<file path="src/rtl/assert_macros.svh">
// Assertion macros for the RTL files of the heap queue.
// Depends on nothing; included by the modules that carry assertions.
`ifndef ASSERT_MACROS_SVH
`define ASSERT_MACROS_SVH

// Condition that must hold at every clock edge outside reset.
`define BMHQ_ASSERT_ALWAYS(label, clk, rst, cond) \
   label: assert property (@(posedge clk) disable iff (rst) (cond)) \
      else $error("heap queue assertion failed");

// Condition in one cycle that demands another in the next cycle.
`define BMHQ_ASSERT_NEXT(label, clk, rst, ante, cons) \
   label: assert property (@(posedge clk) disable iff (rst) (ante) |=> (cons)) \
      else $error("heap queue assertion failed");

`endif

</file>
<file path="src/rtl/bmhq_pkg.sv">
// Package of the heap queue: word types, codes and controller/datapath structs.
// Depends on nothing; used by bmhq_ctrl, bmhq_dp and the top level.
package bmhq_pkg;

   localparam int ID_BITS        = 10;
   localparam int NUM_IDS        = 1024;
   localparam int CMD_BITS       = 2;
   localparam int IN_KEY_BITS    = 32;
   localparam int DELTA_BITS     = 31;
   localparam int COUNT_OUT_BITS = 11;
   localparam int STATUS_BITS    = 3;

   localparam logic [CMD_BITS-1:0] CMD_INSERT     = 2'd0;
   localparam logic [CMD_BITS-1:0] CMD_DELETE_MIN = 2'd1;
   localparam logic [CMD_BITS-1:0] CMD_DECREASE   = 2'd2;

   localparam logic [STATUS_BITS-1:0] STATUS_OK      = 3'd0;
   localparam logic [STATUS_BITS-1:0] STATUS_EMPTY   = 3'd1;
   localparam logic [STATUS_BITS-1:0] STATUS_FULL    = 3'd2;
   localparam logic [STATUS_BITS-1:0] STATUS_PRESENT = 3'd3;
   localparam logic [STATUS_BITS-1:0] STATUS_ABSENT  = 3'd4;

   typedef struct packed {
      logic [CMD_BITS-1:0]    cmd;
      logic [ID_BITS-1:0]     item_id;
      logic [IN_KEY_BITS-1:0] new_key;
      logic [DELTA_BITS-1:0]  delta;
   } req_word_type;

   typedef struct packed {
      logic [ID_BITS-1:0]        removed_id;
      logic [IN_KEY_BITS-1:0]    removed_key;
      logic [ID_BITS-1:0]        min_id;
      logic [IN_KEY_BITS-1:0]    min_key;
      logic                      is_empty;
      logic [COUNT_OUT_BITS-1:0] entry_count;
      logic [STATUS_BITS-1:0]    status;
   } rsp_word_type;

   typedef enum logic [4:0] {
      DP_NOP,
      DP_CLEAR,
      DP_LOAD,
      DP_SET_STATUS,
      DP_RD_ROOT,
      DP_TAKE_ROOT,
      DP_LOAD_LAST,
      DP_INS_START,
      DP_DEC_READ,
      DP_DEC_APPLY,
      DP_UP_READ,
      DP_UP_STEP,
      DP_DN_READ_L,
      DP_DN_READ_R,
      DP_DN_STEP,
      DP_PLACE,
      DP_FIN_READ,
      DP_RESULT
   } dp_op_type;

   typedef struct packed {
      dp_op_type              op;
      logic [STATUS_BITS-1:0] status;
   } ctrl_cmd_type;

   typedef struct packed {
      logic                clear_done;
      logic                is_present;
      logic                full;
      logic                empty;
      logic                last_one;
      logic                pos_zero;
      logic                up_stop;
      logic                no_left;
      logic                dn_stop;
      logic                slot_ok;
      logic                out_busy;
      logic [CMD_BITS-1:0] cmd;
   } dp_stat_type;

endpackage

</file>
<file path="src/rtl/bmhq_ctrl.sv">
// Controller of the heap queue: sequences clear, command decode and sifting.
// Depends on bmhq_pkg; drives bmhq_dp through ctrl_cmd_type commands.
module bmhq_ctrl import bmhq_pkg::*; (
   input  logic         clock,
   input  logic         reset,
   input  dp_stat_type  stat,
   input  logic         req_valid,
   output logic         req_ready,
   output ctrl_cmd_type cmd
);

   typedef enum logic [3:0] {
      S_CLEAR, S_IDLE, S_DECIDE, S_TAKE, S_LAST, S_DEC_APPLY, S_UP_RD, S_UP_CMP,
      S_DN_RDL, S_DN_RDR, S_DN_CMP, S_PLACE, S_FIN, S_RESULT
   } state_type;

   state_type state_ff, state_in;

   always_comb begin
      state_in   = state_ff;
      cmd.op     = DP_NOP;
      cmd.status = STATUS_OK;
      req_ready  = 1'b0;
      case (state_ff)
         S_CLEAR: begin
            cmd.op = DP_CLEAR;
            if (stat.clear_done) state_in = S_IDLE;
         end
         S_IDLE: begin
            req_ready = 1'b1;
            if (req_valid) begin
               cmd.op   = DP_LOAD;
               state_in = S_DECIDE;
            end
         end
         S_DECIDE: begin
            state_in = S_FIN;
            case (stat.cmd)
               CMD_INSERT: begin
                  if (stat.is_present) begin
                     cmd.op     = DP_SET_STATUS;
                     cmd.status = STATUS_PRESENT;
                  end else if (stat.full) begin
                     cmd.op     = DP_SET_STATUS;
                     cmd.status = STATUS_FULL;
                  end else begin
                     cmd.op   = DP_INS_START;
                     state_in = S_UP_RD;
                  end
               end
               CMD_DELETE_MIN: begin
                  if (stat.empty) begin
                     cmd.op     = DP_SET_STATUS;
                     cmd.status = STATUS_EMPTY;
                  end else begin
                     cmd.op   = DP_RD_ROOT;
                     state_in = S_TAKE;
                  end
               end
               CMD_DECREASE: begin
                  if (!stat.is_present) begin
                     cmd.op     = DP_SET_STATUS;
                     cmd.status = STATUS_ABSENT;
                  end else begin
                     cmd.op = DP_DEC_READ;
                     if (stat.slot_ok) state_in = S_DEC_APPLY;
                  end
               end
               default: state_in = S_FIN;
            endcase
         end
         S_TAKE: begin
            cmd.op   = DP_TAKE_ROOT;
            state_in = stat.last_one ? S_FIN : S_LAST;
         end
         S_LAST: begin
            cmd.op   = DP_LOAD_LAST;
            state_in = S_DN_RDL;
         end
         S_DEC_APPLY: begin
            cmd.op   = DP_DEC_APPLY;
            state_in = S_UP_RD;
         end
         S_UP_RD: begin
            if (stat.pos_zero) begin
               state_in = S_PLACE;
            end else begin
               cmd.op   = DP_UP_READ;
               state_in = S_UP_CMP;
            end
         end
         S_UP_CMP: begin
            if (stat.up_stop) begin
               state_in = S_PLACE;
            end else begin
               cmd.op   = DP_UP_STEP;
               state_in = S_UP_RD;
            end
         end
         S_DN_RDL: begin
            if (stat.no_left) begin
               state_in = S_PLACE;
            end else begin
               cmd.op   = DP_DN_READ_L;
               state_in = S_DN_RDR;
            end
         end
         S_DN_RDR: begin
            cmd.op   = DP_DN_READ_R;
            state_in = S_DN_CMP;
         end
         S_DN_CMP: begin
            if (stat.dn_stop) begin
               state_in = S_PLACE;
            end else begin
               cmd.op   = DP_DN_STEP;
               state_in = S_DN_RDL;
            end
         end
         S_PLACE: begin
            cmd.op   = DP_PLACE;
            state_in = S_FIN;
         end
         S_FIN: begin
            cmd.op   = DP_FIN_READ;
            state_in = S_RESULT;
         end
         S_RESULT: begin
            if (!stat.out_busy) begin
               cmd.op   = DP_RESULT;
               state_in = S_IDLE;
            end
         end
         default: state_in = S_CLEAR;
      endcase
   end

   always_ff @(posedge clock) begin
      if (reset) begin
         state_ff <= S_CLEAR;
      end else begin
         state_ff <= state_in;
      end
   end

endmodule

</file>
<file path="config.mk">
export PLATFORM = sky130hd
export DESIGN_NAME = bmhq_ctrl
export DESIGN_NICKNAME = d
export VERILOG_FILES = /design/src/rtl/assert_macros.svh /design/src/rtl/bmhq_pkg.sv /design/src/rtl/bmhq_ctrl.sv
export SDC_FILE = /design/constraint.sdc
export NUM_CORES = 1
export LEC_CHECK = 0
export BUFFER_PORTS_ARGS = -buffer_cell sky130_fd_sc_hd__buf_2
export CORE_MARGIN = 1.5
export CORE_UTILIZATION = 30
export DETAILED_ROUTE_END_ITERATION = 6
export PLACE_DENSITY = 0.64
export SKIP_CTS_REPAIR_TIMING = 1
export SLEW_MARGIN = 30
export SYNTH_ARGS = -nofsm -noshare
export SYNTH_HDL_FRONTEND = slang
export SYNTH_SLANG_ARGS = --single-unit
</file>
<file path="constraint.sdc">
create_clock -name clock -period 1.3 [get_ports clock]
set_input_delay 0.13 -clock clock [delete_from_list [all_inputs] [get_ports clock]]
set_output_delay 0.13 -clock clock [all_outputs]
set_load 0.01 [all_outputs]
</file>
==> impl_metrics.json <==
{
  "grt_pass1_wl_um": 3460,
  "tns_ns": -1.99,
  "multiInputGateArea_um2": 609,
  "syn_area_per_cell_um2": 7.11,
  "drt-total-wl_um": 2240,
  "drt_pre_antenna_iters": 4,
  "ir_drop_mv": 0.916,
  "finalHoldViolations": 0,
  "synth_top_area_share_pct": 12.4,
  "syn_to_final_growth_pct": 63.2,
  "finalSetupViolations": 13,
  "cp-end-kind": "output pin",
  "synth_warnings": 0,
  "synth-simple-area-share_pct": 38.9,
  "fin_cells": 157,
  "place_congestion": 0.917,
  "p_leak_nw": 0.456,
  "synthAdderAreaFrac_pct": 0,
  "drtAntennaViolNets": 0,
  "synth_top_family_by_area": "simple AND/OR/NAND/NOR gates",
  "tightestPinTransition_ns": 0.419,
  "yosys_register_bits": 4,
  "post-route-min-period_ns": 1.56,
  "crit_chain": "or2_4, nor3_1, o32ai_1, buf_2",
  "port_buffers": 24,
  "hold_path.class": "in -> reg",
  "seq_area_um2": 90.1,
  "fin_crit_sh_pct": 120,
  "fillers": 219,
  "worst-setup-path-type": "reg -> out",
  "maxCapViolCount": 0,
  "slew_viol_final": 0,
  "row_count": 16,
  "syn_nets": 107,
  "top_register": "state_ff",
  "startpoint_type": "flip-flop",
  "via_per_inst": 5.50,
  "synthTopCellsByArea": "dfxtp_1, mux2i_1, nor2b_1, a21oi_1, nand2_1",
  "critPathArrivalTime_ns": 1.43,
  "chipHeight_um": 49.4,
  "hpwl_um": 1640,
  "worst-path-buf-inv": 1,
  "layout_setup_ws_ns": -0.257,
  "path_max_fanout": 6,
  "clock_latency_ns": 0.25,
  "synthMuxAreaShare_pct": 9.48,
  "violations": "negative setup slack",
  "max_slew_margin_pct": 71.8,
  "cts-root-buf": "clkbuf_4",
  "largest_reg_flops": 4,
  "place_inst": 152,
  "grt_overflow": 0,
  "syn_area_um2": 647,
  "rsz0062_at_grt": "yes",
  "grt_pass1_vias": 761,
  "pre_cts_slack_ns": -0.184,
  "htree_levels": 1,
  "first_iter_violations": 7,
  "nets": 148,
  "clock-skew-final_ns": 0.00872,
  "syn_inst": 91,
  "drive_above_1_share_pct": 53.8,
  "clockBufferDepth": 2,
  "fmax_mhz": 642,
  "synth_compound_area_share_pct": 31.3,
  "cpPeakStageDelay_ns": 0.36,
  "grt_max_degree": 12,
  "crit_family": "simple AND/OR/NAND/NOR gates",
  "synthDistinctLibCells": 39,
  "crit_path_top_delay_cell": "dfxtp_4",
  "start_util_pct": 32.3,
  "p_per_area_mw_per_mm2": 2160,
  "drc": 0,
  "die_w_um": 49.4,
  "status": "complete, but fails checks",
  "synth_xor_area_share_pct": 0,
  "clock_sinks": 4,
  "antenna_cells": 0,
  "top_regs": "state_ff x4",
  "critPathRequiredTime_ns": 1.17,
  "clkTransAtPathRegs_ns": 0.04,
  "worst_hold_slack_ns": 0.0727,
  "wire_per_inst_um": 14.3,
  "grt_util_all_layers_pct": 17.8,
  "cts_tree": "built",
  "cts_buffers": 3,
  "ioPinCount": 25,
  "yosysSeqAreaShare_pct": 12.4,
  "antenna_found_initial": 0,
  "core-area_mm2": 0.00200,
  "via_count": 864,
  "die-area_mm2": 0.00244,
  "yosysTopAreaCell": "dfxtp_1"
}
## area by class of cell
class | instances | share of cell area [%]
tap | 27 | 3.20
inverter | 2 | 0.711
sequential | 4 | 8.53
timing repair buffer | 44 | 27.7
multi-input combinational | 77 | 57.7
clock buffer | 3 | 2.13
## cells by family after synthesis
| logic type | after synthesis |
|---|---|
| compound gates | 30 |
| buf+inv | 10 |
| flops | 4 |
| mux | 6 |
| simple gates | 41 |
## cell usage in the layout, fill, tap and decap left out, types with 2 or more instances in the layout
master    netlist  routed
dfxtp_2         0       2
inv_1           2       2
buf_4           0      14
dfxtp_4         0       2
a21o_1          2       2
nor3b_1         2       2
nor3_1          3       2
mux2i_1         5       5
nor2_1          5       5
o21ai_0         4       3
nand2_1         8       6
buf_6           1       6
a211oi_1        3       2
a21oi_1         6       5
a221oi_2        0       2
nor2b_1         7       5
clkbuf_4        0       3
nand2_2         0       2
o21ai_1         1       2
nand3b_1        2       2
a31oi_1         4       3
and3_1          2       2
nand2b_1        2       2
buf_2           5      24
## cells in the mapped netlist
| library cell | instances |
|---|---|
| a211oi_1 | 3 |
| nor3b_1 | 2 |
| clkbuf_1 | 1 |
| or3_1 | 1 |
| nand2_1 | 8 |
| a21oi_1 | 6 |
| buf_2 | 5 |
| or2b_1 | 1 |
| nor2b_1 | 7 |
| o22a_1 | 1 |
| a21boi_0 | 1 |
| a31oi_1 | 4 |
| o21ai_1 | 1 |
| nand3b_1 | 2 |
| o21ai_0 | 4 |
| nand3_1 | 2 |
| a32oi_1 | 1 |
| a221oi_1 | 2 |
| o32a_1 | 1 |
| inv_1 | 2 |
| nand2b_1 | 2 |
| nor3_1 | 3 |
| and3_1 | 2 |
| dfxtp_1 | 4 |
| or2_4 | 1 |
| a21o_1 | 2 |
| o41ai_1 | 1 |
| mux2i_1 | 5 |
| nand2b_4 | 1 |
| o211ai_1 | 1 |
| nor4_1 | 2 |
| buf_6 | 1 |
| nor2_8 | 1 |
| buf_1 | 1 |
| or4b_1 | 1 |
| o32ai_1 | 1 |
| nor2_1 | 5 |
| mux2_2 | 1 |
| o31ai_1 | 1 |
## metrics by stage
| stage | power, W | util (%) | cell area [µm²] |
|---|---|---|---|
| 4_1_cts | 0.00190 | 46.0 | 921 |
| 2_1_floorplan | 0.00121 | - | 654 |
| 3_3_place_gp | 0.00169 | 44.9 | 898 |
| 5_1_grt | 0.00242 | 52.8 | 1060 |
| 6_report | 0.00228 | 52.8 | 1060 |
| 3_5_place_dp | 0.00172 | 44.9 | 898 |
## power breakdown
part           leakage, nW  internal, W  switching (W)
registers           0.0350     0.000198      0.0000956
clock network       0.0138     0.000104      0.0000620
logic                0.407     0.000928       0.000890
## final timing paths
| path | end | startpoint | slack (ns) | cells after the start |
|---|---|---|---|---|
| worst max-delay path | cmd[5] | state_ff[0] | -0.26 | 4 |
| worst min-delay path | state_ff[3] | reset | 0.07 | 2 |
| worst max register to register | state_ff[3] | state_ff[0] | -0.20 | 4 |
| worst min register to register | state_ff[3] | state_ff[2] | 0.66 | 2 |
## metal layers
metal	GRT usage, %	wire [µm]	vias to the layer above
met5	0	0	-
met4	4.17	28	0
met3	3.68	99	4
met2	29.3	1100	30
met1	23.8	1010	404
li1	-	-	426
No activity file was read; power rests on OpenSTA's default activity.
